`src/rtl/srrr_pkg.sv`:
```
`timescale 1ns / 1ps
// ----------------------------------------------------------------------------
// srrr_pkg
// Shared types and constants of the selective repeat reorder receiver.
// ----------------------------------------------------------------------------
package srrr_pkg;

  localparam int RING_DEPTH_DEF = 32;
  localparam int SEQ_W          = 32;
  localparam int HANDLE_W       = 32;
  localparam int BYTES_W        = 11;
  localparam int WIN_W          = 6;
  localparam int CFG_INDEX_W    = 1;
  localparam int CFG_DATA_W     = 6;

  localparam logic [WIN_W-1:0] WINDOW_RESET = 6'd32;

  localparam logic [CFG_INDEX_W-1:0] CFG_WINDOW_SIZE   = 1'd0;
  localparam logic [CFG_INDEX_W-1:0] CFG_SELECTIVE_ACK = 1'd1;

  localparam logic [1:0] PKT_DATA = 2'd0;
  localparam logic [1:0] PKT_END  = 2'd1;

  localparam logic [1:0] RES_ACK     = 2'd0;
  localparam logic [1:0] RES_DELIVER = 2'd1;
  localparam logic [1:0] RES_ERROR   = 2'd2;

  typedef enum logic [1:0] {
    CMD_ACK,
    CMD_ERROR,
    CMD_STORE,
    CMD_INORDER
  } cmd_op_t;

  typedef enum logic [1:0] {
    B_IDLE,
    B_SCAN,
    B_ACK,
    B_EMIT
  } back_state_t;

  typedef struct packed {
    logic [1:0]          packet_kind;
    logic [SEQ_W-1:0]    seq_number;
    logic                checksum_ok;
    logic [HANDLE_W-1:0] payload_handle;
    logic [BYTES_W-1:0]  payload_bytes;
  } in_item_t;

  typedef struct packed {
    logic [1:0]          result_kind;
    logic [SEQ_W-1:0]    ack_or_seq;
    logic [HANDLE_W-1:0] out_handle;
    logic [BYTES_W-1:0]  out_bytes;
    logic                last_of_run;
  } out_item_t;

  typedef struct packed {
    cmd_op_t             op;
    logic [SEQ_W-1:0]    num;
    logic [HANDLE_W-1:0] handle;
    logic [BYTES_W-1:0]  bytes;
    logic [WIN_W-1:0]    off;
    logic [WIN_W-1:0]    win;
    logic                sel;
  } cmd_t;

  typedef struct packed {
    logic [HANDLE_W-1:0] handle;
    logic [BYTES_W-1:0]  bytes;
  } slot_t;

  typedef struct packed {
    logic [SEQ_W-1:0] expected_seq;
    logic             run_done;
  } back_status_t;

endpackage

```
`src/rtl/srrr_ram.sv`:
```
`timescale 1ns / 1ps
// ----------------------------------------------------------------------------
// srrr_ram
// Generic RAM, one write port and one read port with registered read data.
// ----------------------------------------------------------------------------
module srrr_ram #(
  parameter int WIDTH = 8,
  parameter int DEPTH = 32,
  localparam int AW = $clog2(DEPTH)
) (
  input  logic             clk,
  input  logic             we,
  input  logic [AW-1:0]    waddr,
  input  logic [WIDTH-1:0] wdata,
  input  logic [AW-1:0]    raddr,
  output logic [WIDTH-1:0] rdata
);

  logic [WIDTH-1:0] mem [DEPTH];

  always_ff @(posedge clk) begin
    if (we) begin
      mem[waddr] <= wdata;
    end
    rdata <= mem[raddr];
  end

endmodule

```
`src/rtl/srrr_cmd_fifo.sv`:
```
`timescale 1ns / 1ps
// ----------------------------------------------------------------------------
// srrr_cmd_fifo
// Two-entry command queue between the classifier and the execution side.
// ----------------------------------------------------------------------------
module srrr_cmd_fifo (
  input  logic           clk,
  input  logic           rst,
  input  logic           push,
  input  srrr_pkg::cmd_t push_cmd,
  output logic           full,
  input  logic           pop,
  output logic           empty,
  output srrr_pkg::cmd_t head_cmd
);
  import srrr_pkg::*;

  localparam int DEPTH = 2;

  cmd_t       entry [DEPTH];
  logic       rd_ptr;
  logic       wr_ptr;
  logic [1:0] count;
  logic       do_push;
  logic       do_pop;

  assign full     = (count == 2'(DEPTH));
  assign empty    = (count == 2'd0);
  assign head_cmd = entry[rd_ptr];
  assign do_push  = push && !full;
  assign do_pop   = pop && !empty;

  always_ff @(posedge clk) begin
    if (rst) begin
      rd_ptr <= 1'b0;
      wr_ptr <= 1'b0;
      count  <= 2'd0;
    end else begin
      if (do_push) begin
        wr_ptr <= ~wr_ptr;
      end
      if (do_pop) begin
        rd_ptr <= ~rd_ptr;
      end
      if (do_push && !do_pop) begin
        count <= count + 2'd1;
      end else if (do_pop && !do_push) begin
        count <= count - 2'd1;
      end
    end
  end

  always_ff @(posedge clk) begin
    if (do_push) begin
      entry[wr_ptr] <= push_cmd;
    end
  end

endmodule

```
`src/rtl/srrr_front.sv`:
```
`timescale 1ns / 1ps
// ----------------------------------------------------------------------------
// srrr_front
// Accepts packet descriptors, holds configuration, classifies each packet
// against the receive window and queues a command for the execution side.
// ----------------------------------------------------------------------------
module srrr_front #(
  parameter int RING_DEPTH = srrr_pkg::RING_DEPTH_DEF
) (
  input  logic                                clk,
  input  logic                                rst,
  input  logic                                in_valid,
  output logic                                in_stall,
  input  srrr_pkg::in_item_t                  in_data,
  input  logic                                cfg_write,
  input  logic [srrr_pkg::CFG_INDEX_W-1:0]    cfg_index,
  input  logic [srrr_pkg::CFG_DATA_W-1:0]     cfg_data,
  input  srrr_pkg::back_status_t              status,
  output logic                                push,
  output srrr_pkg::cmd_t                      push_cmd,
  input  logic                                fifo_full
);
  import srrr_pkg::*;

  localparam logic [WIN_W-1:0] DEPTH_WIN = WIN_W'(RING_DEPTH);

  logic [WIN_W-1:0] win_cfg;
  logic             selective_ack;
  logic             session_closed;
  logic             inorder_pending;

  logic             accept;
  logic             push_ok;
  logic             close;
  cmd_op_t          op;
  logic [SEQ_W-1:0] num;
  logic [WIN_W-1:0] win_eff;
  logic [SEQ_W-1:0] win_ext;
  logic [SEQ_W-1:0] window_end;
  logic [SEQ_W-1:0] seq_off;
  logic [SEQ_W-1:0] old_limit;

  always_comb begin
    win_eff = win_cfg;
    if (win_cfg == '0) begin
      win_eff = WIN_W'(1);
    end else if (win_cfg > DEPTH_WIN) begin
      win_eff = DEPTH_WIN;
    end
    win_ext    = {{(SEQ_W-WIN_W){1'b0}}, win_eff};
    window_end = status.expected_seq + win_ext;
    seq_off    = in_data.seq_number - status.expected_seq;
    old_limit  = in_data.seq_number + win_ext;
  end

  always_comb begin
    push_ok = 1'b0;
    close   = 1'b0;
    op      = CMD_ACK;
    num     = in_data.seq_number;
    if (!session_closed && in_data.checksum_ok) begin
      if (in_data.packet_kind == PKT_END) begin
        push_ok = 1'b1;
        close   = 1'b1;
      end else if (in_data.packet_kind == PKT_DATA &&
                   in_data.seq_number < window_end) begin
        if (in_data.seq_number > status.expected_seq) begin
          push_ok = 1'b1;
          op      = CMD_STORE;
          num     = selective_ack ? in_data.seq_number : status.expected_seq;
        end else if (in_data.seq_number == status.expected_seq) begin
          push_ok = 1'b1;
          op      = CMD_INORDER;
        end else if (selective_ack) begin
          push_ok = 1'b1;
          if (old_limit < status.expected_seq) begin
            op    = CMD_ERROR;
            close = 1'b1;
          end
        end
      end
    end
  end

  assign in_stall = inorder_pending || fifo_full;
  assign accept   = in_valid && !in_stall;
  assign push     = accept && push_ok;

  always_comb begin
    push_cmd.op     = op;
    push_cmd.num    = num;
    push_cmd.handle = in_data.payload_handle;
    push_cmd.bytes  = in_data.payload_bytes;
    push_cmd.off    = seq_off[WIN_W-1:0];
    push_cmd.win    = win_eff;
    push_cmd.sel    = selective_ack;
  end

  always_ff @(posedge clk) begin
    if (rst) begin
      win_cfg         <= WINDOW_RESET;
      selective_ack   <= 1'b0;
      session_closed  <= 1'b0;
      inorder_pending <= 1'b0;
    end else begin
      if (cfg_write) begin
        case (cfg_index)
          CFG_WINDOW_SIZE:   win_cfg       <= cfg_data[WIN_W-1:0];
          CFG_SELECTIVE_ACK: selective_ack <= cfg_data[0];
          default: ;
        endcase
      end
      if (accept && close) begin
        session_closed <= 1'b1;
      end
      if (push && op == CMD_INORDER) begin
        inorder_pending <= 1'b1;
      end else if (status.run_done) begin
        inorder_pending <= 1'b0;
      end
    end
  end

endmodule

```
`src/rtl/srrr_back.sv`:
```
`timescale 1ns / 1ps
// ----------------------------------------------------------------------------
// srrr_back
// Executes queued commands: stores slots in the ring, scans the run of
// present slots after an in-order packet and emits acks, errors and deliveries.
// ----------------------------------------------------------------------------
module srrr_back #(
  parameter int RING_DEPTH = srrr_pkg::RING_DEPTH_DEF
) (
  input  logic                   clk,
  input  logic                   rst,
  input  logic                   cmd_valid,
  input  srrr_pkg::cmd_t         cmd,
  output logic                   pop,
  output srrr_pkg::back_status_t status,
  output logic                   out_valid,
  input  logic                   out_stall,
  output srrr_pkg::out_item_t    out_data
);
  import srrr_pkg::*;

  localparam int IW = $clog2(RING_DEPTH);
  localparam int RW = $clog2(RING_DEPTH + 1);
  localparam logic [IW-1:0] LAST_IDX  = IW'(RING_DEPTH - 1);
  localparam logic [IW:0]   DEPTH_EXT = (IW+1)'(RING_DEPTH);

  back_state_t           state;
  back_state_t           state_next;
  logic [IW-1:0]         head;
  logic [SEQ_W-1:0]      expected_seq;
  logic [RING_DEPTH-1:0] present;
  logic [IW-1:0]         scan_idx;
  logic [RW-1:0]         run;
  logic [RW-1:0]         win_q;
  logic                  sel_q;
  logic [SEQ_W-1:0]      first_seq;
  logic [SEQ_W-1:0]      deliv_seq;
  logic [RW-1:0]         rem;
  logic [IW-1:0]         rd_ptr;
  logic [IW-1:0]         rd_ptr_next;
  logic                  run_done;

  logic                  out_free;
  logic                  out_load;
  out_item_t             out_next;
  logic                  ram_we;
  logic [IW-1:0]         ram_waddr;
  slot_t                 ram_wdata;
  slot_t                 ram_rdata;
  logic                  clr_present;
  logic [IW:0]           store_sum;
  logic [IW-1:0]         store_pos;
  logic                  scan_more;
  logic [SEQ_W-1:0]      run_end_seq;

  function automatic logic [IW-1:0] inc_idx(input logic [IW-1:0] idx);
    inc_idx = (idx == LAST_IDX) ? '0 : idx + IW'(1);
  endfunction

  assign out_free    = !out_valid || !out_stall;
  assign store_sum   = {1'b0, head} + {1'b0, cmd.off[IW-1:0]};
  assign store_pos   = (store_sum >= DEPTH_EXT) ? IW'(store_sum - DEPTH_EXT)
                                                : store_sum[IW-1:0];
  assign scan_more   = (run < win_q) && present[scan_idx];
  assign run_end_seq = first_seq + {{(SEQ_W-RW){1'b0}}, run};

  always_comb begin
    state_next = state;
    case (state)
      B_IDLE: begin
        if (cmd_valid && out_free && cmd.op == CMD_INORDER) begin
          state_next = B_SCAN;
        end
      end
      B_SCAN: begin
        if (!scan_more) begin
          state_next = B_ACK;
        end
      end
      B_ACK: begin
        if (out_free) begin
          state_next = B_EMIT;
        end
      end
      B_EMIT: begin
        if (out_free && rem == RW'(1)) begin
          state_next = B_IDLE;
        end
      end
      default: state_next = B_IDLE;
    endcase
  end

  always_comb begin
    pop         = 1'b0;
    ram_we      = 1'b0;
    ram_waddr   = head;
    ram_wdata   = '{handle: cmd.handle, bytes: cmd.bytes};
    out_load    = 1'b0;
    out_next    = '0;
    rd_ptr_next = rd_ptr;
    clr_present = 1'b0;
    case (state)
      B_IDLE: begin
        rd_ptr_next = head;
        if (cmd_valid && out_free) begin
          pop = 1'b1;
          case (cmd.op)
            CMD_ACK: begin
              out_load             = 1'b1;
              out_next.result_kind = RES_ACK;
              out_next.ack_or_seq  = cmd.num;
              out_next.last_of_run = 1'b1;
            end
            CMD_ERROR: begin
              out_load             = 1'b1;
              out_next.result_kind = RES_ERROR;
              out_next.ack_or_seq  = cmd.num;
              out_next.last_of_run = 1'b1;
            end
            CMD_STORE: begin
              ram_we               = 1'b1;
              ram_waddr            = store_pos;
              out_load             = 1'b1;
              out_next.result_kind = RES_ACK;
              out_next.ack_or_seq  = cmd.num;
              out_next.last_of_run = 1'b1;
            end
            CMD_INORDER: begin
              ram_we = 1'b1;
            end
            default: ;
          endcase
        end
      end
      B_ACK: begin
        if (out_free) begin
          out_load             = 1'b1;
          out_next.result_kind = RES_ACK;
          out_next.ack_or_seq  = sel_q ? first_seq : run_end_seq;
        end
      end
      B_EMIT: begin
        if (out_free) begin
          out_load             = 1'b1;
          out_next.result_kind = RES_DELIVER;
          out_next.ack_or_seq  = deliv_seq;
          out_next.out_handle  = ram_rdata.handle;
          out_next.out_bytes   = ram_rdata.bytes;
          out_next.last_of_run = (rem == RW'(1));
          clr_present          = 1'b1;
          rd_ptr_next          = inc_idx(rd_ptr);
        end
      end
      default: ;
    endcase
  end

  srrr_ram #(
    .WIDTH ($bits(slot_t)),
    .DEPTH (RING_DEPTH)
  ) u_slot_ram (
    .clk   (clk),
    .we    (ram_we),
    .waddr (ram_waddr),
    .wdata (ram_wdata),
    .raddr (rd_ptr_next),
    .rdata (ram_rdata)
  );

  always_ff @(posedge clk) begin
    if (rst) begin
      state        <= B_IDLE;
      head         <= '0;
      expected_seq <= '0;
      present      <= '0;
      run_done     <= 1'b0;
      out_valid    <= 1'b0;
    end else begin
      state    <= state_next;
      run_done <= 1'b0;
      if (ram_we) begin
        present[ram_waddr] <= 1'b1;
      end
      if (clr_present) begin
        present[rd_ptr] <= 1'b0;
      end
      if (out_load) begin
        out_valid <= 1'b1;
      end else if (!out_stall) begin
        out_valid <= 1'b0;
      end
      if (state == B_EMIT && out_free && rem == RW'(1)) begin
        head         <= inc_idx(rd_ptr);
        expected_seq <= run_end_seq;
        run_done     <= 1'b1;
      end
    end
  end

  always_ff @(posedge clk) begin
    rd_ptr <= rd_ptr_next;
    if (out_load) begin
      out_data <= out_next;
    end
    case (state)
      B_IDLE: begin
        scan_idx  <= inc_idx(head);
        run       <= RW'(1);
        win_q     <= cmd.win[RW-1:0];
        sel_q     <= cmd.sel;
        first_seq <= cmd.num;
      end
      B_SCAN: begin
        if (scan_more) begin
          run      <= run + RW'(1);
          scan_idx <= inc_idx(scan_idx);
        end
      end
      B_ACK: begin
        rem       <= run;
        deliv_seq <= first_seq;
      end
      B_EMIT: begin
        if (out_free) begin
          rem       <= rem - RW'(1);
          deliv_seq <= deliv_seq + SEQ_W'(1);
        end
      end
      default: ;
    endcase
  end

  assign status.expected_seq = expected_seq;
  assign status.run_done     = run_done;

`ifndef SYNTHESIS
  a_scan_bound: assert property (@(posedge clk) disable iff (rst)
    (state == B_SCAN) |-> (run >= RW'(1) && run <= win_q))
    else $error("run length outside the window during scan");

  a_head_present: assert property (@(posedge clk) disable iff (rst)
    (state == B_SCAN) |-> present[head])
    else $error("in-order slot not marked present during scan");

  a_emit_present: assert property (@(posedge clk) disable iff (rst)
    (state == B_EMIT) |-> present[rd_ptr])
    else $error("delivering a slot that is not present");

  a_run_close: assert property (@(posedge clk) disable iff (rst)
    (state == B_EMIT && out_free && rem == RW'(1)) |=> (run_done && state == B_IDLE))
    else $error("final delivery did not close the run");
`endif

endmodule

```
`src/rtl/selective_repeat_reorder_receiver_core.sv`:
```
`timescale 1ns / 1ps
// ----------------------------------------------------------------------------
// selective_repeat_reorder_receiver_core
// Receive window of a selective repeat transport: stores out-of-order data
// packets in a ring and releases in-order runs as deliveries.
// ----------------------------------------------------------------------------
// A packet descriptor that is dropped goes no further than the classifier;
// one that only causes an ack or an error passes the two-entry command queue
// and is answered by the execution side once it reaches the queue head. An
// in-order packet that releases a run of N slots is stored, its slot presence
// bits are walked one per cycle, its ack is issued and then N deliveries, one
// slot RAM read per cycle while the output is not stalled. The input stalls
// from its acceptance until the registered run-done flag of the last delivery
// clears the pending in-order flag; the new expected number arrives with
// that flag. Presence bits clear at reset, so there is no clearing pass.
// Configuration is taken on any cycle with cfg_write high.
// ----------------------------------------------------------------------------
module selective_repeat_reorder_receiver_core #(
  parameter int RING_DEPTH = srrr_pkg::RING_DEPTH_DEF
) (
  input  logic                             clk,
  input  logic                             rst,
  input  logic                             in_valid,
  output logic                             in_stall,
  input  srrr_pkg::in_item_t               in_data,
  output logic                             out_valid,
  input  logic                             out_stall,
  output srrr_pkg::out_item_t              out_data,
  input  logic                             cfg_write,
  input  logic [srrr_pkg::CFG_INDEX_W-1:0] cfg_index,
  input  logic [srrr_pkg::CFG_DATA_W-1:0]  cfg_data
);
  import srrr_pkg::*;

  back_status_t status;
  logic         push;
  cmd_t         push_cmd;
  logic         fifo_full;
  logic         fifo_empty;
  logic         pop;
  cmd_t         head_cmd;

  srrr_front #(
    .RING_DEPTH (RING_DEPTH)
  ) u_front (
    .clk       (clk),
    .rst       (rst),
    .in_valid  (in_valid),
    .in_stall  (in_stall),
    .in_data   (in_data),
    .cfg_write (cfg_write),
    .cfg_index (cfg_index),
    .cfg_data  (cfg_data),
    .status    (status),
    .push      (push),
    .push_cmd  (push_cmd),
    .fifo_full (fifo_full)
  );

  srrr_cmd_fifo u_cmd_fifo (
    .clk      (clk),
    .rst      (rst),
    .push     (push),
    .push_cmd (push_cmd),
    .full     (fifo_full),
    .pop      (pop),
    .empty    (fifo_empty),
    .head_cmd (head_cmd)
  );

  srrr_back #(
    .RING_DEPTH (RING_DEPTH)
  ) u_back (
    .clk       (clk),
    .rst       (rst),
    .cmd_valid (!fifo_empty),
    .cmd       (head_cmd),
    .pop       (pop),
    .status    (status),
    .out_valid (out_valid),
    .out_stall (out_stall),
    .out_data  (out_data)
  );

endmodule
```
`config.mk`:
```
export PLATFORM = sky130hd
export DESIGN_NAME = selective_repeat_reorder_receiver_core
export DESIGN_NICKNAME = d
export VERILOG_FILES = /design/src/rtl/srrr_pkg.sv /design/src/rtl/srrr_ram.sv /design/src/rtl/srrr_cmd_fifo.sv /design/src/rtl/srrr_front.sv /design/src/rtl/srrr_back.sv /design/src/rtl/selective_repeat_reorder_receiver_core.sv
export SDC_FILE = /design/constraint.sdc
export NUM_CORES = 2
export LEC_CHECK = 0
export ABC_AREA = 1
export BUFFER_PORTS_ARGS = -buffer_cell sky130_fd_sc_hd__buf_2
export CORE_ASPECT_RATIO = 0.9
export CORE_UTILIZATION = 30
export CTS_BUF_LIST = sky130_fd_sc_hd__clkbuf_4 sky130_fd_sc_hd__clkbuf_8
export CTS_CLUSTER_SIZE = 28
export DETAILED_ROUTE_END_ITERATION = 8
export PLACE_DENSITY = 0.47
export REMOVE_ABC_BUFFERS = 1
export SLEW_MARGIN = 15
export SYNTH_ARGS = -nofsm -noshare
export SYNTH_HDL_FRONTEND = slang
export SYNTH_SLANG_ARGS = --single-unit
```
`constraint.sdc`:
```
create_clock -name clk -period 9.5 [get_ports clk]
set_input_delay 1.9 -clock clk [delete_from_list [all_inputs] [get_ports clk]]
set_output_delay 1.9 -clock clk [all_outputs]
set_load 0.02 [all_outputs]
```
==> run_results.csv <==
group,metric,value,unit
clock_tree,cts_tree,"yes",
power_and_ir_drop,p_leak,33.1,nW
floorplanning,io_pins,170,
worst_setup_path,path_cells,"nor3_1 > nand3_1 > a21oi_1 > ha_1 > fa_1 > a21oi_1 > nor3_1 > nand3_1 > nor2_1 > nand4_1 > xor2_1 > ha_1 > nand2_1 > o21ai_0 > nand2_1 > o211ai_1 > nor2_1 > nand4_1 > nor2_4 > buf_4 > o21ai_1",
worst_setup_path,crit_family,"simple AND/OR/NAND/NOR gates",
worst_setup_path,criticalPathCategory,"reg -> reg",
routing,drcViolationCount,0,
worst_setup_path,cp_max_fo,38,
clock_tree,insertion_delay,0.98,ns
routing,vias,54000,
floorplanning,initial_utilization,30.1,%
clock_tree,cts-root-buf,"clkbuf_8",
layout,drive_above_1_share,12.9,%
sta,timing.fmax,170,MHz
routing,postRouteWirelength,243,mm
run,maxCapViolations,0,
clock_tree,cts_sinks,1855,
floorplanning,die_area,274000,sq um
routing,drt_pass1_iterations,7,
worst_setup_path,critPathCaptureType,"flip-flop",
layout,final_cell_mix,"edfxtp_1 (1720), nand2_1 (1391), inv_1 (1000)",
routing,drtIter0Drc,4418,
power_and_ir_drop,power,22.7,mW
synth,yosysSeqAreaShare,66.7,%
floorplanning,dieHeight,496,microns
clock_tree,numCtsBuffers,334,
sta,finalCritPeriodShare,61.8,%
clock_tree,path_clk_slew,0.06,ns
routing,wl_per_cell,21.7,microns
layout,final_common_cell,"edfxtp_1",
sta,relSlewSlack,22.1,%
synth,syn_area,81400,sq um
synth,yosysTopAreaCellShare,63.4,%
sta,worst_clock_skew,0.0845,ns
synth,synth_edf_count,1720,
routing,ant_nets,0,
synth,ys.flop_type,"edfxtp_1",
grt,grt_max_degree,240,
synth,yosysUniqueCellTypes,45,
grt,grt_usage,17.5,%
place,hpwlAfterDp,137,mm
floorplanning,chipWidth,551,microns
synth,synth.area.top_cells,"edfxtp_1 (63%), o211ai_1 (6.5%), nand2_1 (6.4%)",
sta,finalCriticalPeriod,5.87,ns
worst_setup_path,required,10.15,ns
clock_tree,post_cts_buffers,0,
sta,worst_slew_pin_slew,1.17,ns
worst_setup_path,crit_buf_inv,1,
layout,nets,7591,
layout,area_growth,14.1,%
synth,avgSynthCellArea,11.4,sq um
floorplanning,num_rows,181,
status,status,"finished, final reports clean",
worst_setup_path,cp_slowest_stage_delay,0.78,ns
routing,via_per_inst,4.82,
floorplanning,coreArea,270000,sq um
worst_hold_path,hp-class,"reg -> reg",
synth,synth_top_area_cell,"edfxtp_1",
clock_tree,holdBufCountCts,0,
clock_tree,clock_path_buffers,4,
sta,finalSetupViolCount,0,
clock_tree,cts_resized,0,
worst_setup_path,critPathLaunchType,"flip-flop",
layout,nFillCells,26900,
grt,grt_remaining_overflow,0,
synth,yosysWarnings,0,
clock_tree,htreeDepth,5,
worst_setup_path,critPathSlowestCell,"nor2_4",
synth,async_flop_share,0,%
synth,netlist_instances,7146,
sta,hold_viol,0,
worst_setup_path,cp.arrival,6.53,ns
grt,antenna_found_initial,16,
worst_setup_path,ff2ff_setup_slack,3.63,ns
grt,grt_pass1_wl,356,mm
place,portBuffers,169,
sta,rsz0062_at_grt,"false",
sta,fin_setup_tns,0,ns
sta,slew_violations,0,
power_and_ir_drop,powerDensity,244,nW/um^2
grt,grt_pass1_vias,53200,
synth,ys_ff_latch,1855,
place,routabilityCongestion,0.878,
power_and_ir_drop,worst_ir_drop_vdd,0.239,mV
cell usage after synthesis, drive strengths merged, types with 4 or more instances:
cell	instances
fa	5
nand3	612
xnor2	15
nand2	1394
a22o	5
nor4	22
nor3	55
inv	1027
edfxtp	1720
a21o	5
dfxtp	135
or2	6
nand3b	7
o22ai	12
a21oi	209
o21ai	161
mux2	86
clkbuf	140
xor2	106
a31oi	12
buf	234
a22oi	5
ha	140
nor2	274
o21a	4
o211ai	700
nand4	48
through the flow:
step	hold WS (ns)	setup WS, ns	area (sq um)	std cells	utilization (%)
floorplan	0.429	-7.53	79800	6772	-
global placement	0.447	3.39	86200	10600	31.9
detailed placement	0.454	3.29	86200	10600	31.9
CTS	0.464	3.61	92900	11200	34.4
global route	0.489	3.07	92900	11200	34.4
finish	0.463	3.63	92900	11200	34.4
layer usage:
layer | GRT usage (%) | vias to the layer above | wire length [microns]
met5 | 0 | - | 12
met4 | 4.86 | 2 | 6210
met3 | 3.18 | 393 | 14400
met2 | 27.6 | 1475 | 109000
met1 | 24.6 | 26600 | 113000
li1 | - | 25500 | -
tightest hold or removal path: stages, from the launching register on:
cell and delay, ns:
dfxtp_1 0.29, inv_1 0.06, a21oi_1 0.06
layout make-up:
type | instances | area (sq um) | share of cell area (%)
Clock inverter | 105 | 637 | 0.685
Inverter | 1030 | 3890 | 4.19
Timing Repair Buffer | 248 | 1580 | 1.70
Sequential cell | 1855 | 54400 | 58.5
Multi-Input combinational cell | 3887 | 21900 | 23.6
Tap cell | 3568 | 4460 | 4.80
Antenna cell | 8 | 20.0 | 0.0215
Clock buffer | 503 | 6110 | 6.57
where the power goes:
part | total (mW) | switching, mW | internal [mW]
Combinational | 4.63 | 3.43 | 1.20
Clock | 7.65 | 3.42 | 4.22
Sequential | 10.4 | 0.376 | 10.1
final timing paths:
path / startpoint / to / depth (start not counted)
hold reg to reg: u_front.session_closed$_SDFFE_PP0P_ / u_front.session_closed$_SDFFE_PP0P_ / 2
setup reg to reg: u_front.win_cfg[2]$_SDFFE_PP0P_ / u_cmd_fifo.entry[0][73]$_DFFE_PP_ / 21
hold / removal: u_front.session_closed$_SDFFE_PP0P_ / u_front.session_closed$_SDFFE_PP0P_ / 2
setup / recovery: u_front.win_cfg[2]$_SDFFE_PP0P_ / u_cmd_fifo.entry[0][73]$_DFFE_PP_ / 21
registers in the layout, summed over array words and instances, names as in the netlist, 6 cells and up, named ones only:
register and cells:
u_back.present 32, u_back.deliv_seq 32, u_back.run 6, u_cmd_fifo.entry 178, u_front.win_cfg 6, u_back.first_seq 32, u_back.expected_seq 32, u_back.rem 6
u_back.win_q 6, u_back.u_slot_ram.rdata 43, u_back.u_slot_ram.mem 1376, u_back.out_data 78
cell families after synthesis:
group / count (synthesis) / synth area share [%]
AOI/OAI and AO/OA: 1115 / 9.16
adders and majority gates: 145 / 2.27
xor gates and xnor gates: 121 / 1.30
muxes: 87 / 1.20
and+or+nand+nor: 2419 / 12.5
DFF: 1855 / 66.7
buffers and inverters: 1404 / 6.79
Power figures use the tool's default switching activity.
